## config.mk

```make
export PLATFORM = sky130hd
export DESIGN_NAME = target_track_and_lead_point
export DESIGN_NICKNAME = d
export VERILOG_FILES = /design/src/rtl/tlp_pkg.sv /design/src/rtl/tlp_mul.sv /design/src/rtl/tlp_div.sv /design/src/rtl/tlp_sqrt.sv /design/src/rtl/target_track_and_lead_point.sv
export SDC_FILE = /design/constraint.sdc
export NUM_CORES = 2
export LEC_CHECK = 0
export BUFFER_PORTS_ARGS = -buffer_cell sky130_fd_sc_hd__clkbuf_2
export CAP_MARGIN = 10
export CORE_MARGIN = 3
export CORE_UTILIZATION = 41
export DETAILED_ROUTE_END_ITERATION = 7
export GPL_ROUTABILITY_DRIVEN = 0
export PLACE_DENSITY = 0.61
export SYNTH_ARGS = -nofsm -noshare
export SYNTH_HDL_FRONTEND = slang
export SYNTH_SLANG_ARGS = --single-unit
```

## constraint.sdc

```tcl
create_clock -name i_clk -period 10 [get_ports i_clk]
set_input_delay 0.5 -clock i_clk [delete_from_list [all_inputs] [get_ports i_clk]]
set_output_delay 0.5 -clock i_clk [all_outputs]
set_load 0.05 [all_outputs]
```

## src/rtl/tlp_pkg.sv

```systemverilog
// Shared types, widths and saturating helpers for the target track and lead point block.
`timescale 1ns / 1ps
package tlp_pkg;
    localparam int CoordBits = 32;
    localparam int MulW      = CoordBits + 1;
    localparam int DivN      = 73;
    localparam int DivM      = 24;
    localparam int QuoW      = CoordBits - 1;
    localparam int RootW     = CoordBits + 1;

    typedef logic signed [CoordBits-1:0] t_coord;

    typedef enum logic [1:0] {
        FUNC_MEAS  = 2'd0,
        FUNC_PRED  = 2'd1,
        FUNC_QUERY = 2'd2,
        FUNC_NOP   = 2'd3
    } t_func;

    localparam t_coord CoordMax = {1'b0, {(CoordBits-1){1'b1}}};
    localparam t_coord CoordMin = {1'b1, {(CoordBits-1){1'b0}}};

    // a + b, clamped to the coordinate range
    function automatic t_coord sat_add(t_coord a, t_coord b);
        logic signed [CoordBits:0] s;
        s = {a[CoordBits-1], a} + {b[CoordBits-1], b};
        if (s[CoordBits] != s[CoordBits-1]) begin
            sat_add = s[CoordBits] ? CoordMin : CoordMax;
        end else begin
            sat_add = s[CoordBits-1:0];
        end
    endfunction

    // signed value from sign and magnitude; ovf means magnitude is past the range
    function automatic t_coord from_mag(logic neg, logic ovf, logic [QuoW-1:0] q);
        t_coord m;
        m = {1'b0, q};
        if (ovf) begin
            from_mag = neg ? CoordMin : CoordMax;
        end else begin
            from_mag = neg ? -m : m;
        end
    endfunction

    // |a - b|, one bit wider than a coordinate
    function automatic logic [CoordBits:0] abs_diff(t_coord a, t_coord b);
        logic signed [CoordBits:0] d;
        d = {a[CoordBits-1], a} - {b[CoordBits-1], b};
        abs_diff = d[CoordBits] ? (CoordBits+1)'(-d) : (CoordBits+1)'(d);
    endfunction
endpackage

```

## src/rtl/tlp_mul.sv

```systemverilog
// Bit-serial unsigned shift-add multiplier, one multiplier bit per cycle.
`timescale 1ns / 1ps
module tlp_mul #(
    parameter int W = 33
) (
    input  logic           i_clk,
    input  logic           i_rst_n,
    input  logic           i_start,
    input  logic [W-1:0]   i_a,
    input  logic [W-1:0]   i_b,
    output logic           o_done,
    output logic [2*W-1:0] o_prod
);
    localparam int CntW = $clog2(W + 1);

    logic [W-1:0]    r_a;
    logic [W-1:0]    r_hi;
    logic [W-1:0]    r_lo;
    logic [CntW-1:0] r_cnt;
    logic            r_busy;
    logic            r_done;
    logic [W:0]      n_sum;

    // add the multiplicand when the current multiplier bit is set
    assign n_sum = {1'b0, r_hi} + (r_lo[0] ? {1'b0, r_a} : '0);

    always_ff @(posedge i_clk) begin
        if (!i_rst_n) begin
            r_busy <= 1'b0;
            r_done <= 1'b0;
            r_cnt  <= '0;
        end else begin
            r_done <= 1'b0;
            if (i_start) begin
                r_a    <= i_a;
                r_hi   <= '0;
                r_lo   <= i_b;
                r_cnt  <= CntW'(W);
                r_busy <= 1'b1;
            end else if (r_busy) begin
                r_hi  <= n_sum[W:1];
                r_lo  <= {n_sum[0], r_lo[W-1:1]};
                r_cnt <= r_cnt - 1'b1;
                if (r_cnt == CntW'(1)) begin
                    r_busy <= 1'b0;
                    r_done <= 1'b1;
                end
            end
        end
    end

    assign o_done = r_done;
    assign o_prod = {r_hi, r_lo};
endmodule

```

## src/rtl/tlp_div.sv

```systemverilog
// Bit-serial restoring divider, one quotient bit per cycle, with overflow flag.
`timescale 1ns / 1ps
module tlp_div #(
    parameter int N = 73,
    parameter int M = 24,
    parameter int Q = 31
) (
    input  logic         i_clk,
    input  logic         i_rst_n,
    input  logic         i_start,
    input  logic [N-1:0] i_dividend,
    input  logic [M-1:0] i_divisor,
    output logic         o_done,
    output logic [Q-1:0] o_quo,
    output logic         o_ovf
);
    localparam int CntW = $clog2(N + 1);

    logic [N-1:0]    r_n;
    logic [M-1:0]    r_d;
    logic [M-1:0]    r_r;
    logic [Q-1:0]    r_q;
    logic            r_ovf;
    logic [CntW-1:0] r_cnt;
    logic            r_busy;
    logic            r_done;
    logic [M:0]      n_t;
    logic [M:0]      n_diff;
    logic            n_ge;

    // trial subtract of the divisor from the partial remainder
    assign n_t    = {r_r, r_n[N-1]};
    assign n_ge   = n_t >= {1'b0, r_d};
    assign n_diff = n_t - {1'b0, r_d};

    always_ff @(posedge i_clk) begin
        if (!i_rst_n) begin
            r_busy <= 1'b0;
            r_done <= 1'b0;
            r_cnt  <= '0;
        end else begin
            r_done <= 1'b0;
            if (i_start) begin
                r_n    <= i_dividend;
                r_d    <= i_divisor;
                r_r    <= '0;
                r_q    <= '0;
                r_ovf  <= 1'b0;
                r_cnt  <= CntW'(N);
                r_busy <= 1'b1;
            end else if (r_busy) begin
                r_n   <= {r_n[N-2:0], 1'b0};
                r_r   <= n_ge ? n_diff[M-1:0] : n_t[M-1:0];
                r_q   <= {r_q[Q-2:0], n_ge};
                // any bit pushed out of the top means the quotient is too large
                r_ovf <= r_ovf | r_q[Q-1];
                r_cnt <= r_cnt - 1'b1;
                if (r_cnt == CntW'(1)) begin
                    r_busy <= 1'b0;
                    r_done <= 1'b1;
                end
            end
        end
    end

    assign o_done = r_done;
    assign o_quo  = r_q;
    assign o_ovf  = r_ovf;
endmodule

```

## src/rtl/tlp_sqrt.sv

```systemverilog
// Digit-serial integer square root, two radicand bits and one root bit per cycle.
`timescale 1ns / 1ps
module tlp_sqrt #(
    parameter int W = 33
) (
    input  logic           i_clk,
    input  logic           i_rst_n,
    input  logic           i_start,
    input  logic [2*W-1:0] i_rad,
    output logic           o_done,
    output logic [W-1:0]   o_root
);
    localparam int CntW = $clog2(W + 1);

    logic [2*W-1:0]  r_x;
    logic [W+1:0]    r_rem;
    logic [W-1:0]    r_root;
    logic [CntW-1:0] r_cnt;
    logic            r_busy;
    logic            r_done;
    logic [W+3:0]    n_t;
    logic [W+3:0]    n_trial;
    logic            n_ge;

    // remainder with the next bit pair against 4*root + 1
    assign n_t     = {r_rem, r_x[2*W-1:2*W-2]};
    assign n_trial = {2'b00, r_root, 2'b01};
    assign n_ge    = n_t >= n_trial;

    always_ff @(posedge i_clk) begin
        if (!i_rst_n) begin
            r_busy <= 1'b0;
            r_done <= 1'b0;
            r_cnt  <= '0;
        end else begin
            r_done <= 1'b0;
            if (i_start) begin
                r_x    <= i_rad;
                r_rem  <= '0;
                r_root <= '0;
                r_cnt  <= CntW'(W);
                r_busy <= 1'b1;
            end else if (r_busy) begin
                r_x    <= {r_x[2*W-3:0], 2'b00};
                r_rem  <= n_ge ? (W+2)'(n_t - n_trial) : n_t[W+1:0];
                r_root <= {r_root[W-2:0], n_ge};
                r_cnt  <= r_cnt - 1'b1;
                if (r_cnt == CntW'(1)) begin
                    r_busy <= 1'b0;
                    r_done <= 1'b1;
                end
            end
        end
    end

    assign o_done = r_done;
    assign o_root = r_root;
endmodule

```

## src/rtl/target_track_and_lead_point.sv

```systemverilog
// Top level: constant-velocity point track with lead point query.
//
// One item in, one result out. The input stream carries the operation in
// s_axis_tuser (measurement, predict, lead point query) and the point, time
// step and own speed in s_axis_tdata. Each item yields one result item with
// the track position, velocity, lead point (m_axis_tdata) and the tracking
// flag (m_axis_tuser). One item is worked on at a time; s_axis_tready is high
// only while the block is idle.
// A first measurement, a zero-step measurement, and a predict or a query
// before tracking go straight to the result. A later measurement runs the
// serial divider per axis (one quotient bit a cycle); a predict runs the
// serial multiplier per axis; a query runs the serial squares, the square
// root, then multiply and divide per axis. The result is held until
// m_axis_tready is high, and no new item is taken meanwhile.
// Reset (synchronous, active low) clears the track and sets min_speed to
// 1.0 m/s. min_speed is written through i_cfg_wr_en / i_cfg_wr_data; the
// user must do so only while the block is idle, which the block does not enforce.
`timescale 1ns / 1ps
module target_track_and_lead_point (
    input  logic         i_clk,
    input  logic         i_rst_n,
    input  logic         i_cfg_wr_en,
    input  logic [15:0]  i_cfg_wr_data,
    input  logic         s_axis_tvalid,
    output logic         s_axis_tready,
    // tdata: point_x[31:0], point_y[63:32], step_time[79:64], own_speed[95:80]
    input  logic [95:0]  s_axis_tdata,
    // tuser: func[1:0]
    input  logic [1:0]   s_axis_tuser,
    output logic         m_axis_tvalid,
    input  logic         m_axis_tready,
    // tdata: track_x, track_y, speed_x, speed_y, lead_x, lead_y (32 bits each, low first)
    output logic [191:0] m_axis_tdata,
    // tuser: tracking[0]
    output logic [0:0]   m_axis_tuser
);
    import tlp_pkg::*;

    typedef enum logic [3:0] {
        S_IDLE, S_MEAS_DIV, S_MEAS_WAIT, S_PRED_MUL, S_PRED_WAIT, S_SQ_MUL, S_SQ_WAIT,
        S_SQRT_WAIT, S_LEAD_MUL, S_LEAD_MWAIT, S_LEAD_DWAIT, S_OUT
    } t_state;

    t_state         r_state;
    logic           r_axis;
    logic           r_valid;
    logic           r_lead_sel;
    t_coord         r_pos [2];
    t_coord         r_vel [2];
    t_coord         r_last [2];
    t_coord         r_lead [2];
    t_coord         r_pt [2];
    logic [15:0]    r_dt;
    logic [DivM-1:0] r_dvsr;
    logic [2*MulW-1:0] r_sq0;
    logic [RootW-1:0] r_dist;
    logic [15:0]    r_min_speed;

    logic           n_accept;
    t_func          n_func;
    t_coord         n_pt [2];
    logic [15:0]    n_dt;
    logic [15:0]    n_spd;
    logic [15:0]    n_speed;
    t_coord         cur_pos, cur_vel, cur_last, cur_pt;
    logic [CoordBits:0] mag_meas, mag_vel, mag_dx;

    logic           mul_start, mul_done;
    logic [MulW-1:0] mul_a, mul_b;
    logic [2*MulW-1:0] mul_prod;
    logic           div_start, div_done, div_ovf;
    logic [DivN-1:0] div_dvd;
    logic [DivM-1:0] div_dvsr;
    logic [QuoW-1:0] div_quo;
    logic           sqrt_start, sqrt_done;
    logic [2*RootW-1:0] sqrt_rad;
    logic [RootW-1:0] sqrt_root;
    logic [48:0]    pred_round;
    logic [36:0]    pred_shift;
    logic           pred_ovf;
    logic [2*MulW:0] sq_sum;

    // input unpacking
    assign n_accept = s_axis_tvalid && s_axis_tready;
    assign n_func   = t_func'(s_axis_tuser);
    assign n_pt[0]  = s_axis_tdata[31:0];
    assign n_pt[1]  = s_axis_tdata[63:32];
    assign n_dt     = s_axis_tdata[79:64];
    assign n_spd    = s_axis_tdata[95:80];

    // own speed floored at min_speed, never zero
    always_comb begin
        n_speed = (n_spd > r_min_speed) ? n_spd : r_min_speed;
        if (n_speed == 16'd0) begin
            n_speed = 16'd1;
        end
    end

    // per-axis operands
    assign cur_pos  = r_pos[r_axis];
    assign cur_vel  = r_vel[r_axis];
    assign cur_last = r_last[r_axis];
    assign cur_pt   = r_pt[r_axis];
    assign mag_meas = abs_diff(cur_pt, cur_last);
    assign mag_vel  = abs_diff(cur_vel, '0);
    assign mag_dx   = abs_diff(cur_pos, cur_pt);

    // multiplier operand select
    always_comb begin
        mul_start = 1'b0;
        mul_a     = mag_vel;
        mul_b     = {17'd0, r_dt};
        case (r_state)
            S_PRED_MUL: begin
                mul_start = 1'b1;
            end
            S_SQ_MUL: begin
                mul_start = 1'b1;
                mul_a     = mag_dx;
                mul_b     = mag_dx;
            end
            S_LEAD_MUL: begin
                mul_start = 1'b1;
                mul_b     = r_dist;
            end
            default: begin
                mul_start = 1'b0;
            end
        endcase
    end

    // divider: rounded quotient, half the divisor added first
    assign div_start = (r_state == S_MEAS_DIV) || (r_state == S_LEAD_MWAIT && mul_done);
    assign div_dvd   = ((r_state == S_MEAS_DIV) ? {28'd0, mag_meas, 12'd0}
                                                : {mul_prod[64:0], 8'd0})
                       + {50'd0, r_dvsr[DivM-1:1]};
    assign div_dvsr  = r_dvsr;

    // predict offset: (|v| * dt + 2048) >> 12
    assign pred_round = {1'b0, mul_prod[47:0]} + 49'd2048;
    assign pred_shift = pred_round[48:12];
    assign pred_ovf   = |pred_shift[36:QuoW];

    // radicand dx^2 + dy^2
    assign sq_sum     = {1'b0, r_sq0} + {1'b0, mul_prod};
    assign sqrt_rad   = sq_sum[2*MulW-1:0];
    assign sqrt_start = (r_state == S_SQ_WAIT) && mul_done && r_axis;

    tlp_mul #(.W(MulW)) u_mul (
        .i_clk   (i_clk),
        .i_rst_n (i_rst_n),
        .i_start (mul_start),
        .i_a     (mul_a),
        .i_b     (mul_b),
        .o_done  (mul_done),
        .o_prod  (mul_prod)
    );

    tlp_div #(.N(DivN), .M(DivM), .Q(QuoW)) u_div (
        .i_clk      (i_clk),
        .i_rst_n    (i_rst_n),
        .i_start    (div_start),
        .i_dividend (div_dvd),
        .i_divisor  (div_dvsr),
        .o_done     (div_done),
        .o_quo      (div_quo),
        .o_ovf      (div_ovf)
    );

    tlp_sqrt #(.W(RootW)) u_sqrt (
        .i_clk   (i_clk),
        .i_rst_n (i_rst_n),
        .i_start (sqrt_start),
        .i_rad   (sqrt_rad),
        .o_done  (sqrt_done),
        .o_root  (sqrt_root)
    );

    // configuration register
    always_ff @(posedge i_clk) begin
        if (!i_rst_n) begin
            r_min_speed <= 16'd256;
        end else if (i_cfg_wr_en) begin
            r_min_speed <= i_cfg_wr_data;
        end
    end

    // sequencer and track state
    always_ff @(posedge i_clk) begin
        if (!i_rst_n) begin
            r_state    <= S_IDLE;
            r_axis     <= 1'b0;
            r_valid    <= 1'b0;
            r_lead_sel <= 1'b0;
            r_pos[0]   <= '0;
            r_pos[1]   <= '0;
            r_vel[0]   <= '0;
            r_vel[1]   <= '0;
            r_last[0]  <= '0;
            r_last[1]  <= '0;
        end else begin
            case (r_state)
                S_IDLE: begin
                    if (n_accept) begin
                        r_pt[0]    <= n_pt[0];
                        r_pt[1]    <= n_pt[1];
                        r_dt       <= n_dt;
                        r_axis     <= 1'b0;
                        r_lead_sel <= (n_func == FUNC_QUERY);
                        r_dvsr     <= (n_func == FUNC_MEAS) ? {8'd0, n_dt} : {n_speed, 8'd0};
                        r_state    <= S_OUT;
                        case (n_func)
                            FUNC_MEAS: begin
                                if (!r_valid) begin
                                    r_pos[0]  <= n_pt[0];
                                    r_pos[1]  <= n_pt[1];
                                    r_last[0] <= n_pt[0];
                                    r_last[1] <= n_pt[1];
                                    r_vel[0]  <= '0;
                                    r_vel[1]  <= '0;
                                    r_valid   <= 1'b1;
                                end else if (n_dt != 16'd0) begin
                                    r_state <= S_MEAS_DIV;
                                end
                            end
                            FUNC_PRED: begin
                                if (r_valid) begin
                                    r_state <= S_PRED_MUL;
                                end
                            end
                            FUNC_QUERY: begin
                                r_lead[0] <= n_pt[0];
                                r_lead[1] <= n_pt[1];
                                if (r_valid) begin
                                    r_state <= S_SQ_MUL;
                                end
                            end
                            default: begin
                                r_state <= S_OUT;
                            end
                        endcase
                    end
                end
                S_MEAS_DIV: begin
                    r_state <= S_MEAS_WAIT;
                end
                S_MEAS_WAIT: begin
                    if (div_done) begin
                        r_vel[r_axis]  <= from_mag(cur_pt < cur_last, div_ovf, div_quo);
                        r_pos[r_axis]  <= cur_pt;
                        r_last[r_axis] <= cur_pt;
                        r_axis         <= 1'b1;
                        r_state        <= r_axis ? S_OUT : S_MEAS_DIV;
                    end
                end
                S_PRED_MUL: begin
                    r_state <= S_PRED_WAIT;
                end
                S_PRED_WAIT: begin
                    if (mul_done) begin
                        r_pos[r_axis] <= sat_add(cur_pos, from_mag(cur_vel < 0, pred_ovf,
                                                                   pred_shift[QuoW-1:0]));
                        r_axis        <= 1'b1;
                        r_state       <= r_axis ? S_OUT : S_PRED_MUL;
                    end
                end
                S_SQ_MUL: begin
                    r_state <= S_SQ_WAIT;
                end
                S_SQ_WAIT: begin
                    if (mul_done) begin
                        r_sq0   <= mul_prod;
                        r_axis  <= ~r_axis;
                        r_state <= r_axis ? S_SQRT_WAIT : S_SQ_MUL;
                    end
                end
                S_SQRT_WAIT: begin
                    if (sqrt_done) begin
                        r_dist  <= sqrt_root;
                        r_state <= S_LEAD_MUL;
                    end
                end
                S_LEAD_MUL: begin
                    r_state <= S_LEAD_MWAIT;
                end
                S_LEAD_MWAIT: begin
                    if (mul_done) begin
                        r_state <= S_LEAD_DWAIT;
                    end
                end
                S_LEAD_DWAIT: begin
                    if (div_done) begin
                        r_lead[r_axis] <= sat_add(cur_pos, from_mag(cur_vel < 0, div_ovf,
                                                                    div_quo));
                        r_axis         <= 1'b1;
                        r_state        <= r_axis ? S_OUT : S_LEAD_MUL;
                    end
                end
                S_OUT: begin
                    if (m_axis_tready) begin
                        r_state <= S_IDLE;
                    end
                end
                default: begin
                    r_state <= S_IDLE;
                end
            endcase
        end
    end

    // result: held in the state registers until taken
    assign s_axis_tready = (r_state == S_IDLE);
    assign m_axis_tvalid = (r_state == S_OUT);
    assign m_axis_tdata  = {r_lead_sel ? r_lead[1] : r_pos[1],
                            r_lead_sel ? r_lead[0] : r_pos[0],
                            r_vel[1], r_vel[0], r_pos[1], r_pos[0]};
    assign m_axis_tuser  = r_valid;
endmodule
```

==> flow_summary_export.csv <==
group,metric,value,unit
worst_setup_path,cp_slowest_cell,"o21ai_1",
floorplanning,core_area,0.144,mm2
synth,syn_inst,6175,
worst_setup_path,end_kind,"register",
place,pre_cts_ws,1.23,ns
synth,synth_edf_count,845,
detailed_routing,wl_met3,17800,um
power,power.total,20.4,mW
layout,drive_gt1_frac,0.122,
worst_setup_path,required,10.41,ns
floorplanning,io_pins,314,
outcome,status,"completed",
clocking,clock_path_buffers,3,
timing,rsz0062_at_grt,"false",
detailed_routing,final_antenna_net_count,0,
job,maxCapViolCount,0,
worst_setup_path,worst_path_most_repeated_cell,"a21oi_1",
timing,setup_slack,0.875,ns
timing,worst_pin_slew,1.33,ns
timing,slew_viol_final,0,
power,internal_power,10.9,mW
layout,fin_nets,6891,
synth,netlist_top_cells_area,"edfxtp_1 (43%), ha_1 (6.9%), o21ai_0 (4.3%), nand2_1 (4.1%), nor2_1 (3.6%)",
power,switching_share,0.466,
floorplanning,die_area,0.150,mm2
grt,track_usage,0.260,
place,placed_cells,8185,
detailed_routing,wl_per_cell,24.0,um
power,irDropWorstVdd,183,uV
grt,overflow,0,
grt,grt_pass1_vias,47300,
clocking,clk_pin_slew,0.06,ns
detailed_routing,drc,0,
worst_setup_path,worstPathMaxFanout,27,
floorplanning,rows,139,
clocking,insertion_delay,0.73,ns
synth,yosysWarningCount,0,
place,hpwl,151000,um
synth,synth.most_common_cell,"edfxtp_1",
synth,synth_commonest_cells,"edfxtp_1 (845), nand2_1 (646), nor2_1 (577), o21ai_0 (511), a21oi_1 (389)",
worst_setup_path,criticalPathCategory,"register to register",
clocking,root_buffer,"clkbuf_16",
place,placed_area,0.0633,mm2
layout,final_cell_area,0.0672,mm2
synth,async_reset_ff_frac,0,
clocking,cts.sinks,894,
timing,hold_viol_final,0,
synth,synth_top_cell_area_share,0.425,
grt,grt_max_degree,135,
timing,fin_crit_sh,0.913,
power,powerDensity,304,mW/mm2
detailed_routing,avgViaCountPerCell,5.95,
timing,setup_viol_count_final,0,
timing,fin_skew,0.0406,ns
floorplanning,fp.dieW,387,um
power,p_clk_frac,0.192,
worst_setup_path,critPathLaunchType,"register",
synth,synth.net_count,6632,
timing,holdWs,0.0628,ns
detailed_routing,dr_total_vias,50200,
synth,avgSynthCellArea,9.66,um2
synth,ys_seq_area_frac,0.442,
detailed_routing,wl_met2,90100,um
synth,synth.distinct_cells,104,
grt,antenna_found_initial,13,
worst_setup_path,arrival,9.53,ns
synth,ys_ff_latch,894,
place,port_buffers,313,
timing,period_needed,9.13,ns
synth,yosysTopAreaCell,"edfxtp_1",
power,leakage,25.9,nW
layout,area_delta_synth_final,12.8,%
detailed_routing,wl_met1,85700,um
synth,synth_area,0.0596,mm2
detailed_routing,drtPass1Iterations,6,
floorplanning,initial_core_util,0.414,
clocking,cts_buffers,103,
timing,fmax,110,MHz
synth,synthFlopType,"edfxtp_1",
grt,grt_pass1_wl,300000,um
detailed_routing,dr.max_layer_used,"met5",
power,p_seq_frac,0.269,
clocking,cts_tree,"yes",
detailed_routing,dr.first_iter.drc_count,5829,
hold_path,hp-class,"input pin to register",
layout,final_cells,8429,
layout,final_core_utilization,0.467,
detailed_routing,drt_wl_total,202000,um
power,p_comb_frac,0.539,
power,net-switching-power,9.51,mW
worst_setup_path,max_stage_delay,0.79,ns
floorplanning,die_h,387,um
clocking,cts_max_level,3,
timing,slew_headroom,0.103,
timing,tns,0,ns
## path summary, 6_finish.rpt
kind                      from            to  slack, ns  cells after the start
max             u_mul.r_lo[13]  r_pos[1][12]       0.87                     27
min           s_axis_tdata[25]   r_pt[0][25]       0.06                      1
max reg2reg     u_mul.r_lo[13]  r_pos[1][12]       0.87                     27
min reg2reg  u_sqrt.o_root[23]    r_dist[23]       0.45                      0
## layout make-up
cell class	count	area (um2)
antenna	2	5.00
clock buffer	124	2740
clock inverter	71	748
fill	13600	76800
inverter	232	871
multi-input combinational	4763	31500
sequential	894	26400
tap	1903	2380
timing repair buffer	440	2680
## critical path: cells and delay by family, from the launching register on
kind / cells / cell delay [ns]
AOI/OAI and AO/OA: 14 / 3.97
adders and majority gates: 1 / 0.32
DFF: 1 / 0.59
and+or+nand+nor: 12 / 3.87
## power groups by stage
stage / logic (mW) / registers (mW) / clock network [mW]
2_1_floorplan: 7.56 / 5.37 / 0
6_report: 11.0 / 5.49 / 3.92
3_3_place_gp: 10.6 / 5.54 / 0
3_5_place_dp: 10.7 / 5.54 / 0
4_1_cts: 10.8 / 5.47 / 3.98
5_1_grt: 11.9 / 5.53 / 4.12
## state kept, by name, summed over array words and instances (netlist names), 35 cells and up, named ones only
name and count:
u_div.r_n 73, r_sq0 66, u_sqrt.r_x 66, r_last 64, r_lead 64, r_pos 64, r_pt 64, r_vel 64
u_sqrt.r_rem 35
## cell families after synthesis
kind of cell             synth area share
flip-flops                          0.442
multiplexers                       0.0531
AND/OR/NAND/NOR                     0.166
AO/OA/AOI/OAI                       0.175
adder cells (fa/ha/maj)            0.0733
XOR/XNOR                           0.0576
buffers and inverters              0.0331
## routing by layer
layer | track usage | vias up
met5 | 0 | -
met4 | 0.110 | 6
met3 | 0.0449 | 341
met2 | 0.407 | 2302
met1 | 0.355 | 24200
li1 | - | 23300
## cells in the final DEF (no fill, tap or decap), types with 49 or more instances in the layout
cell       count
a21o_1       139
a21oi_1      389
a31oi_1       60
and2_1       107
and3_1        57
buf_4         77
clkbuf_16    106
clkbuf_2     313
edfxtp_1     845
ha_1         330
inv_1        230
mux2_2       145
mux2i_1      151
nand2_1      642
nand2b_1      70
nand3_1      118
nand4_1       64
nor2_1       565
nor2b_1       69
nor3_1       134
nor4_1        57
o21a_1        49
o21ai_0      511
o21bai_1      87
or3_1         51
xnor2_1      230
xor2_1       159
## what timing repair did
item                                   4_1_cts  5_1_grt
gates resized for setup                      0        0
endpoints found under the hold margin       47        0
hold buffers                                47        0
buffers inserted                             0        0
No activity file was read; power rests on OpenSTA's default activity.
